<file path="config.mk">
export PLATFORM = sky130hd
export DESIGN_NAME = ffbta_ctrl
export DESIGN_NICKNAME = d
export VERILOG_FILES = /design/src/design/assert_macros.svh /design/src/design/ffbta_pkg.sv /design/src/design/ffbta_ctrl.sv
export SDC_FILE = /design/constraint.sdc
export NUM_CORES = 1
export LEC_CHECK = 0
export BUFFER_PORTS_ARGS = -buffer_cell sky130_fd_sc_hd__buf_4
export CAP_MARGIN = 20
export CORE_MARGIN = 4
export CORE_UTILIZATION = 40
export CTS_CLUSTER_DIAMETER = 50
export DETAILED_ROUTE_END_ITERATION = 10
export GPL_TIMING_DRIVEN = 0
export HOLD_SLACK_MARGIN = 0.03
export PLACE_DENSITY = 0.63
export SLEW_MARGIN = 20
export SYNTH_ARGS = -nofsm -noshare
export SYNTH_HDL_FRONTEND = slang
export SYNTH_SLANG_ARGS = --single-unit
export TNS_END_PERCENT = 5
</file>
<file path="constraint.sdc">
create_clock -name clk_i -period 5.8 [get_ports clk_i]
set_clock_uncertainty 0.1 [all_clocks]
set_input_delay 0.29 -clock clk_i [delete_from_list [all_inputs] [get_ports clk_i]]
set_output_delay 0.29 -clock clk_i [all_outputs]
set_load 0.02 [all_outputs]
</file>
<file path="src/design/assert_macros.svh">
// Assertion macros shared by the RTL.
`ifndef ASSERT_MACROS_SVH
`define ASSERT_MACROS_SVH

// The consequent must hold in every cycle where the antecedent holds.
`define FFBTA_ASSERT_IMPLY(label, clk, rst_n, ante, cons) \
  label: assert property (@(posedge clk) disable iff (!(rst_n)) (ante) |-> (cons)) \
    else $error("assertion failed");

// The expression must never be true.
`define FFBTA_ASSERT_NEVER(label, clk, rst_n, expr) \
  label: assert property (@(posedge clk) disable iff (!(rst_n)) !(expr)) \
    else $error("assertion failed");

`endif

</file>
<file path="src/design/ffbta_pkg.sv">
`default_nettype none

package ffbta_pkg;

  localparam int unsigned POOL_UNITS_DEF   = 1024;
  localparam int unsigned HEADER_UNITS_DEF = 1;

  localparam int unsigned REQ_W    = 10;
  localparam int unsigned OFF_W    = 10;
  localparam int unsigned STATUS_W = 2;

  typedef enum logic [STATUS_W-1:0] {
    ST_DONE     = 2'd0,
    ST_NO_SPACE = 2'd1,
    ST_BAD_ADDR = 2'd2
  } status_e;

  typedef enum logic {
    OP_ALLOC = 1'b0,
    OP_FREE  = 1'b1
  } op_e;

  typedef enum logic [3:0] {
    S_CLR,
    S_IDLE,
    S_A_CHK,
    S_A_SPLIT,
    S_FOL_CHK,
    S_F_CHK,
    S_F_NCHK,
    S_F_HW,
    S_F_PREV,
    S_F_PCHK,
    S_F_ZH
  } state_e;

  // Port controls of the header store.
  typedef struct packed {
    logic we;
    logic re;
  } mem_ctl_t;

endpackage

`default_nettype wire

</file>
<file path="src/design/ffbta_ctrl.sv">
`default_nettype none

module ffbta_ctrl #(
  parameter int unsigned POOL_UNITS   = ffbta_pkg::POOL_UNITS_DEF,
  parameter int unsigned HEADER_UNITS = ffbta_pkg::HEADER_UNITS_DEF
) (
  input  wire logic                                   clk_i,
  input  wire logic                                   rst_ni,
  input  wire logic                                   start,
  output logic                                        busy,
  input  wire logic                                   op_i,
  input  wire logic [ffbta_pkg::REQ_W-1:0]            req_size_i,
  input  wire logic [ffbta_pkg::OFF_W-1:0]            block_offset_i,
  output logic                                        done_o,
  output logic [ffbta_pkg::STATUS_W-1:0]              status_o,
  output logic [ffbta_pkg::OFF_W-1:0]                 payload_offset_o,
  output ffbta_pkg::mem_ctl_t                         mem_ctl_o,
  output logic [$clog2(POOL_UNITS)-1:0]               mem_waddr_o,
  output logic [2*$clog2(POOL_UNITS+1):0]             mem_wdata_o,
  output logic [$clog2(POOL_UNITS)-1:0]               mem_raddr_o,
  input  wire logic [2*$clog2(POOL_UNITS+1):0]        mem_rdata_i
);

  localparam int unsigned AW = $clog2(POOL_UNITS);
  localparam int unsigned LW = $clog2(POOL_UNITS + 1);
  localparam int unsigned EW = 2 * LW + 1;
  // Working width: holds twice the pool size and any request plus header.
  localparam int unsigned CW = ((LW > 11) ? LW : 11) + 1;
  localparam logic [CW-1:0] POOL_C = CW'(POOL_UNITS);
  localparam logic [CW-1:0] HDR_C  = CW'(HEADER_UNITS);
  localparam logic [AW-1:0] CLR_LAST = AW'(POOL_UNITS - 1);

  function automatic logic [EW-1:0] pack_hdr(input logic occ, input logic [CW-1:0] len,
                                             input logic [CW-1:0] prev);
    return {occ, len[LW-1:0], prev[LW-1:0]};
  endfunction

  ffbta_pkg::state_e  state_q, state_d;
  ffbta_pkg::state_e  ret_q, ret_d;
  ffbta_pkg::status_e status_q, status_d;
  logic [AW-1:0]      clr_q, clr_d;
  logic [CW-1:0]      pos_q, pos_d;
  logic [CW-1:0]      tot_q, tot_d;
  logic [CW-1:0]      hlen_q, hlen_d;
  logic [CW-1:0]      hprev_q, hprev_d;
  logic [CW-1:0]      fol_q, fol_d;
  logic [CW-1:0]      fol_len_q, fol_len_d;
  logic               done_q, done_d;
  logic [ffbta_pkg::OFF_W-1:0] pay_q, pay_d;

  // Fields of the header just read.
  logic          rd_occ;
  logic [CW-1:0] rd_len;
  logic [CW-1:0] rd_prev;

  logic          accept;
  logic [CW-1:0] off_ext;
  logic          off_bad;
  logic [CW-1:0] a_rest;
  logic          a_fit;
  logic          a_split;
  logic [CW-1:0] a_next;
  logic [CW-1:0] a_pay;
  logic [CW-1:0] a_nb;
  logic [CW-1:0] a_nn;
  logic          f_ok;
  logic [CW-1:0] f_nxt;
  logic          mfree;
  logic [CW-1:0] hmerged;
  logic [CW-1:0] n_fol;
  logic          f_has_prev;
  logic [CW-1:0] p_addr;
  logic [CW-1:0] plen;
  logic [CW-1:0] p_fol;

  assign rd_occ  = mem_rdata_i[EW-1];
  assign rd_len  = CW'(mem_rdata_i[2*LW-1:LW]);
  assign rd_prev = CW'(mem_rdata_i[LW-1:0]);

  assign busy    = (state_q != ffbta_pkg::S_IDLE);
  assign accept  = start && !busy;
  assign off_ext = CW'(block_offset_i);
  assign off_bad = (off_ext < HDR_C) || (off_ext >= POOL_C);

  assign a_rest  = rd_len - tot_q;
  assign a_fit   = !rd_occ && (rd_len >= tot_q);
  assign a_split = (a_rest >= HDR_C);
  assign a_next  = pos_q + rd_len;
  assign a_pay   = pos_q + HDR_C;
  assign a_nb    = pos_q + tot_q;
  assign a_nn    = fol_q + fol_len_q;

  assign f_ok       = (rd_len != '0) && rd_occ;
  assign f_nxt      = pos_q + rd_len;
  assign mfree      = (rd_len != '0) && !rd_occ;
  assign hmerged    = hlen_q + rd_len;
  assign n_fol      = pos_q + hmerged;
  assign f_has_prev = (pos_q != '0) && (hprev_q <= pos_q);
  assign p_addr     = pos_q - hprev_q;
  assign plen       = rd_len + hlen_q;
  assign p_fol      = p_addr + fol_len_q;

  always_ff @(posedge clk_i or negedge rst_ni) begin
    if (!rst_ni) begin
      state_q <= ffbta_pkg::S_CLR;
      ret_q   <= ffbta_pkg::S_IDLE;
      clr_q   <= '0;
      done_q  <= 1'b0;
    end else begin
      state_q <= state_d;
      ret_q   <= ret_d;
      clr_q   <= clr_d;
      done_q  <= done_d;
    end
  end

  always_ff @(posedge clk_i) begin
    status_q  <= status_d;
    pay_q     <= pay_d;
    pos_q     <= pos_d;
    tot_q     <= tot_d;
    hlen_q    <= hlen_d;
    hprev_q   <= hprev_d;
    fol_q     <= fol_d;
    fol_len_q <= fol_len_d;
  end

  // Next state.
  always_comb begin
    state_d = state_q;
    case (state_q)
      ffbta_pkg::S_CLR: begin
        if (clr_q == CLR_LAST) begin
          state_d = ffbta_pkg::S_IDLE;
        end
      end
      ffbta_pkg::S_IDLE: begin
        if (accept) begin
          if (op_i == ffbta_pkg::OP_ALLOC) begin
            state_d = ffbta_pkg::S_A_CHK;
          end else if (!off_bad) begin
            state_d = ffbta_pkg::S_F_CHK;
          end
        end
      end
      ffbta_pkg::S_A_CHK: begin
        if (rd_len == '0) begin
          state_d = ffbta_pkg::S_IDLE;
        end else if (a_fit) begin
          state_d = a_split ? ffbta_pkg::S_A_SPLIT : ffbta_pkg::S_IDLE;
        end else if (a_next >= POOL_C) begin
          state_d = ffbta_pkg::S_IDLE;
        end
      end
      ffbta_pkg::S_A_SPLIT: begin
        state_d = (a_nn < POOL_C) ? ffbta_pkg::S_FOL_CHK : ffbta_pkg::S_IDLE;
      end
      ffbta_pkg::S_FOL_CHK: begin
        state_d = ret_q;
      end
      ffbta_pkg::S_F_CHK: begin
        if (!f_ok) begin
          state_d = ffbta_pkg::S_IDLE;
        end else if (f_nxt < POOL_C) begin
          state_d = ffbta_pkg::S_F_NCHK;
        end else begin
          state_d = ffbta_pkg::S_F_PREV;
        end
      end
      ffbta_pkg::S_F_NCHK: begin
        if (!mfree) begin
          state_d = ffbta_pkg::S_F_PREV;
        end else if (n_fol < POOL_C) begin
          state_d = ffbta_pkg::S_FOL_CHK;
        end else begin
          state_d = ffbta_pkg::S_F_HW;
        end
      end
      ffbta_pkg::S_F_HW: begin
        state_d = ffbta_pkg::S_F_PREV;
      end
      ffbta_pkg::S_F_PREV: begin
        state_d = f_has_prev ? ffbta_pkg::S_F_PCHK : ffbta_pkg::S_IDLE;
      end
      ffbta_pkg::S_F_PCHK: begin
        state_d = mfree ? ffbta_pkg::S_F_ZH : ffbta_pkg::S_IDLE;
      end
      ffbta_pkg::S_F_ZH: begin
        state_d = (p_fol < POOL_C) ? ffbta_pkg::S_FOL_CHK : ffbta_pkg::S_IDLE;
      end
      default: begin
        state_d = ffbta_pkg::S_IDLE;
      end
    endcase
  end

  // Memory accesses, datapath registers and the result.
  always_comb begin
    mem_ctl_o   = '0;
    mem_waddr_o = '0;
    mem_wdata_o = '0;
    mem_raddr_o = '0;
    ret_d       = ret_q;
    clr_d       = clr_q;
    pos_d       = pos_q;
    tot_d       = tot_q;
    hlen_d      = hlen_q;
    hprev_d     = hprev_q;
    fol_d       = fol_q;
    fol_len_d   = fol_len_q;
    done_d      = 1'b0;
    status_d    = status_q;
    pay_d       = pay_q;
    case (state_q)
      ffbta_pkg::S_CLR: begin
        // Sweep the whole store; entry zero becomes one free block over the pool.
        mem_ctl_o.we = 1'b1;
        mem_waddr_o  = clr_q;
        mem_wdata_o  = (clr_q == '0) ? pack_hdr(1'b0, POOL_C, '0) : '0;
        clr_d        = clr_q + 1'b1;
      end
      ffbta_pkg::S_IDLE: begin
        if (accept) begin
          if (op_i == ffbta_pkg::OP_ALLOC) begin
            tot_d        = CW'(req_size_i) + HDR_C;
            pos_d        = '0;
            mem_ctl_o.re = 1'b1;
            mem_raddr_o  = '0;
          end else begin
            pay_d = '0;
            if (off_bad) begin
              done_d   = 1'b1;
              status_d = ffbta_pkg::ST_BAD_ADDR;
            end else begin
              pos_d        = off_ext - HDR_C;
              mem_ctl_o.re = 1'b1;
              mem_raddr_o  = off_ext[AW-1:0] - HDR_C[AW-1:0];
            end
          end
        end
      end
      ffbta_pkg::S_A_CHK: begin
        if (rd_len == '0) begin
          done_d   = 1'b1;
          status_d = ffbta_pkg::ST_NO_SPACE;
          pay_d    = '0;
        end else if (a_fit) begin
          mem_ctl_o.we = 1'b1;
          mem_waddr_o  = pos_q[AW-1:0];
          mem_wdata_o  = pack_hdr(1'b1, a_split ? tot_q : rd_len, rd_prev);
          status_d     = ffbta_pkg::ST_DONE;
          pay_d        = a_pay[ffbta_pkg::OFF_W-1:0];
          if (a_split) begin
            fol_d     = a_nb;
            fol_len_d = a_rest;
          end else begin
            done_d = 1'b1;
          end
        end else if (a_next >= POOL_C) begin
          done_d   = 1'b1;
          status_d = ffbta_pkg::ST_NO_SPACE;
          pay_d    = '0;
        end else begin
          // Go on to the next block header.
          pos_d        = a_next;
          mem_ctl_o.re = 1'b1;
          mem_raddr_o  = a_next[AW-1:0];
        end
      end
      ffbta_pkg::S_A_SPLIT: begin
        mem_ctl_o.we = 1'b1;
        mem_waddr_o  = fol_q[AW-1:0];
        mem_wdata_o  = pack_hdr(1'b0, fol_len_q, tot_q);
        if (a_nn < POOL_C) begin
          mem_ctl_o.re = 1'b1;
          mem_raddr_o  = a_nn[AW-1:0];
          fol_d        = a_nn;
          ret_d        = ffbta_pkg::S_IDLE;
        end else begin
          done_d = 1'b1;
        end
      end
      ffbta_pkg::S_FOL_CHK: begin
        // Refresh the previous-length field of the block that follows, if one starts there.
        if (rd_len != '0) begin
          mem_ctl_o.we = 1'b1;
          mem_waddr_o  = fol_q[AW-1:0];
          mem_wdata_o  = pack_hdr(rd_occ, rd_len, fol_len_q);
        end
        if (ret_q == ffbta_pkg::S_IDLE) begin
          done_d   = 1'b1;
          status_d = ffbta_pkg::ST_DONE;
        end
      end
      ffbta_pkg::S_F_CHK: begin
        status_d = ffbta_pkg::ST_DONE;
        if (!f_ok) begin
          done_d = 1'b1;
        end else begin
          hlen_d       = rd_len;
          hprev_d      = rd_prev;
          fol_d        = f_nxt;
          mem_ctl_o.we = 1'b1;
          mem_waddr_o  = pos_q[AW-1:0];
          mem_wdata_o  = pack_hdr(1'b0, rd_len, rd_prev);
          if (f_nxt < POOL_C) begin
            mem_ctl_o.re = 1'b1;
            mem_raddr_o  = f_nxt[AW-1:0];
          end
        end
      end
      ffbta_pkg::S_F_NCHK: begin
        if (mfree) begin
          hlen_d       = hmerged;
          mem_ctl_o.we = 1'b1;
          mem_waddr_o  = fol_q[AW-1:0];
          mem_wdata_o  = '0;
          if (n_fol < POOL_C) begin
            mem_ctl_o.re = 1'b1;
            mem_raddr_o  = n_fol[AW-1:0];
            fol_d        = n_fol;
            fol_len_d    = hmerged;
            ret_d        = ffbta_pkg::S_F_HW;
          end
        end
      end
      ffbta_pkg::S_F_HW: begin
        mem_ctl_o.we = 1'b1;
        mem_waddr_o  = pos_q[AW-1:0];
        mem_wdata_o  = pack_hdr(1'b0, hlen_q, hprev_q);
      end
      ffbta_pkg::S_F_PREV: begin
        if (f_has_prev) begin
          mem_ctl_o.re = 1'b1;
          mem_raddr_o  = p_addr[AW-1:0];
        end else begin
          done_d = 1'b1;
        end
      end
      ffbta_pkg::S_F_PCHK: begin
        if (mfree) begin
          mem_ctl_o.we = 1'b1;
          mem_waddr_o  = p_addr[AW-1:0];
          mem_wdata_o  = pack_hdr(1'b0, plen, rd_prev);
          fol_len_d    = plen;
        end else begin
          done_d = 1'b1;
        end
      end
      ffbta_pkg::S_F_ZH: begin
        // The freed header is absorbed into the block before it.
        mem_ctl_o.we = 1'b1;
        mem_waddr_o  = pos_q[AW-1:0];
        mem_wdata_o  = '0;
        if (p_fol < POOL_C) begin
          mem_ctl_o.re = 1'b1;
          mem_raddr_o  = p_fol[AW-1:0];
          fol_d        = p_fol;
          ret_d        = ffbta_pkg::S_IDLE;
        end else begin
          done_d = 1'b1;
        end
      end
      default: begin
        done_d = 1'b0;
      end
    endcase
  end

  assign done_o           = done_q;
  assign status_o         = status_q;
  assign payload_offset_o = pay_q;

endmodule

`default_nettype wire

</file>
==> key figures <==
STA
  – Number of max-slew violations in the final report: 0
  – Unrepaired setup endpoints after global routing: no
  – Fin Setup TNS: 0 ns
  – Transition time at the pin with the least slew margin: 1.13 ns
  – Final setup vio count: 0
  – Top achievable clock speed: 0.181 GHz
  – Worst relative slew slack: 0.245
  – Post-route fraction of the period consumed by the critical path: 0.950
  – Final critical path time including I/O delays and setup: 5.51 ns
  – Final hold violations: 0

GRT
  – Number of antenna violations at the first check in global routing: 0
  – Global-route usage over all layers: 0.294
  – Number of global-route vias before repair: 10491
  – Final global-route overflow total: 0
  – First-pass GRT wire length: 64500 um
  – Pin count of the biggest net entering global routing: 19

Layout
  – Share of final-layout standard cells stronger than drive strength 1: 0.120
  – Area of all placed cells without fillers: 12300 sq um
  – Leading cell types in the layout, fill and taps excluded: sky130_fd_sc_hd__nand2_1 (144), sky130_fd_sc_hd__buf_4 (108), sky130_fd_sc_hd__o21ai_0 (97)
  – Final standard cell count with taps included and fillers excluded: 1738
  – Number of diodes added for antenna fixing: 0
  – Most common cell after layout, fill and taps aside: sky130_fd_sc_hd__nand2_1
  – Filler cell count in the final layout: 2546
  – Layout overhead on the synthesized area: 16.3%
  – End-of-flow core utilization: 0.473
  – Post-layout net count: 1547

Synth
  – Main combinational cell family by area after synthesis: compound AO/OA/AOI/OAI gates
  – Post-synth top area share: 0.233
  – Synth Instances: 1266
  – Most used flip-flop cell after synthesis: sky130_fd_sc_hd__edfxtp_1
  – Synthesized-area fraction occupied by adder cells: 0.127
  – Fraction of synthesis flops using an asynchronous set or reset pin: 0.163
  – Mux contribution to synthesized area: 0.00474
  – Compound-cell area share of the yosys netlist: 0.268
  – Netlist area before placement: 10600 sq um
  – Top post-synthesis cells by area: sky130_fd_sc_hd__edfxtp_1 (23%), sky130_fd_sc_hd__ha_1 (11%), sky130_fd_sc_hd__nand2_1 (5.1%), sky130_fd_sc_hd__o21ai_0 (4.6%), sky130_fd_sc_hd__xnor2_1 (4.4%)
  – Synth warn: 0
  – Fraction of the yosys area taken by sequential cells: 0.271
  – Number of enable-type register cells in the synthesized netlist: 82
  – Net count after synthesis: 1415
  – Number of register bits inferred by synthesis: 98
  – XOR/XNOR share of the synthesized area: 0.0795
  – Synth Area per Inst: 8.34 sq um
  – Basic-gate share of the synthesized area counting and, or, nand and nor cells: 0.208
  – Most area-hungry cell type in the Yosys netlist: sky130_fd_sc_hd__edfxtp_1
  – Unique cell type count in the Yosys netlist: 84

Routing
  – Average vias per placed instance: 6.30
  – Remaining routing DRC violations: 0
  – Routed wire length per instance: 25.0 um
  – Number of antenna-violating nets in the routed design: 0
  – Number of optimization iterations in the first detailed-route pass: 7
  – First-iteration detailed-routing DRC count: 1392
  – Via Count: 10942
  – Detailed-route wire length: 43400 um

Worst hold path
  – Hold Crit Class: input port to register
  – Hold path startpoint: req_size_i[0]

Die
  – Num rows: 59
  – Initial core utilization: 0.406
  – Total die area: 29100 sq um
  – Top-level I/O count: 106
  – Height of the chip: 170 um
  – Core region area: 26000 sq um
  – Die width: 170 um

Placement
  – HPWL after detailed placement: 34900 um
  – Global placer's final weighted congestion: 1.03
  – PortBufs: 105
  – Placement Cell Area: 11800 sq um
  – Cell Count Post-Placement: 1707

Worst setup path
  – Category of the critical setup timing path: register to output port
  – Sort of element at the end of the critical path: output port
  – Nature of the critical path startpoint: register
  – Data arrival time of the critical path: 5.12 ns
  – Critical Path Source: pos_q[4]
  – Crit path required time: 5.41 ns
  – Highest fanout seen on the critical path: 10
  – Worst R2R Start: pos_q[4]

Clock network
  – Total CTS buffers: 9
  – Clock slew at the register clock pins of the worst setup and hold paths: 0.08 ns
  – Skew-Pair Late Insertion Delay: 0.36 ns
  – Clock tree from TritonCTS: yes
  – Max H-tree Level: 3
  – Count of clock tree sinks: 98
  – Max Buffers Root-to-Sink: 2
  – Clock root buffer master: sky130_fd_sc_hd__clkbuf_16

Power and ir drop
  – Power per standard cell area: 249 nW/um^2
  – Leak pwr: 5.12 nW
  – Worst vdd rail ir drop: 0.226 mV
  – Overall power consumption: 3.06 mW

Flow run
  – Maximum Capacitance Violations: 0

Run status
  – Result of the run: finished, final reports clean
-- repair_timing --
item / CTS / global route
endpoints found under the hold margin: 27 / 0
setup endpoints to repair: 22 / 31
pin swaps: 0 / 1
setup buffers: 1 / 2
hold buffers: 12 / 0
gates resized for setup: 2 / 9
-- layout make-up --
class                      instances  area (sq um)  share of cell area
buffer                            40           161              0.0131
clock inverter                     7          61.3             0.00499
tap                              335           419              0.0341
inverter                          76           285              0.0232
clock buffer                       9           225              0.0183
multi-input combinational       1052          7320               0.596
sequential                        98          2860               0.233
timing repair buffer             121           942              0.0767
-- per-stage QoR --
stage | hold slack [ns] | setup WS [ns]
after floorplan | -0.106 | 0.623
after detailed placement | 0.0682 | -0.265
after global routing | 0.0982 | 0.00127
after global placement | 0.0659 | -1.54
after CTS | 0.0879 | 0.0266
final | 0.0943 | 0.288
-- metal layers --
metal,GRT usage,part of all wire
met1,0.402,0.41
met4,0.161,0.064
met2,0.454,0.43
met5,0,0
met3,0.0369,0.088
-- report_power, final --
group	internal, mW	leakage (nW)	switching [mW]	total [mW]
combinational	0.570	4.03	0.926	1.50
clock	0.300	0.141	0.308	0.608
sequential	0.845	0.954	0.107	0.952
-- critical path, stage by stage, from the launching register on --
cell	delay, ns
sky130_fd_sc_hd__edfxtp_1	0.69
sky130_fd_sc_hd__ha_1	0.54
sky130_fd_sc_hd__o211ai_2	0.13
sky130_fd_sc_hd__a21oi_2	0.21
sky130_fd_sc_hd__o41ai_4	0.14
sky130_fd_sc_hd__xnor2_1	0.54
sky130_fd_sc_hd__ha_1	0.37
sky130_fd_sc_hd__o21a_1	0.14
sky130_fd_sc_hd__o211ai_1	0.19
sky130_fd_sc_hd__a31oi_1	0.10
sky130_fd_sc_hd__nor3_1	0.33
sky130_fd_sc_hd__a22oi_1	0.18
sky130_fd_sc_hd__mux2i_4	0.29
sky130_fd_sc_hd__clkbuf_2	0.34
sky130_fd_sc_hd__nand3_1	0.14
sky130_fd_sc_hd__o2111ai_1	0.19
sky130_fd_sc_hd__buf_4	0.22
-- cells by family after synthesis --
family          count (synthesis)
simple gates                  453
flops                          98
xor+xnor                       94
fa+ha+maj                     102
compound gates                398
buf+inv                       116
mux                             5
-- worst paths after layout --
check                            endpoint  slack, ns  cells past startpoint
min reg2reg                      clr_q[7]       0.44                      1
max in group asynchronous      state_q[2]       5.15                      2
min                              tot_q[0]       0.09                      2
max reg2reg                      fol_q[3]       0.44                     16
max                        mem_raddr_o[7]       0.29                     16
min in group asynchronous          done_o       0.25                      2
-- Yosys cell counts, drive strengths merged, types with 5 or more instances --
master / instances
a2bb2oi: 5
mux2i: 5
fa: 8
edfxtp: 82
and3: 18
or2: 10
nor2: 97
xor2: 40
buf: 5
a31oi: 14
nand3b: 6
a221o: 14
o21bai: 12
o21ai: 101
clkbuf: 35
a21boi: 6
and2: 5
a22oi: 16
a211oi: 21
inv: 76
a2111oi: 9
nand3: 49
nand4: 15
nor4: 8
o211ai: 12
nand2: 144
nor2b: 18
nor3: 38
o21a: 20
a222oi: 21
a21o: 25
ha: 94
nor3b: 7
xnor2: 53
or3: 12
dfrtp: 16
a21oi: 62
o22ai: 6
o221ai: 6
a221oi: 10
nand2b: 17
o2111ai: 5
-- flip-flops by register name, summed over array words and instances, names as in the netlist --
name,cells
pos_q,12
fol_len_q,12
hprev_q,11
tot_q,11
done_o,1
hlen_q,12
status_o,2
clr_q,10
payload_offset_o,10
fol_q,12
state_q,4
ret_q,1
Note: power is estimated with default switching activity, not from simulation.
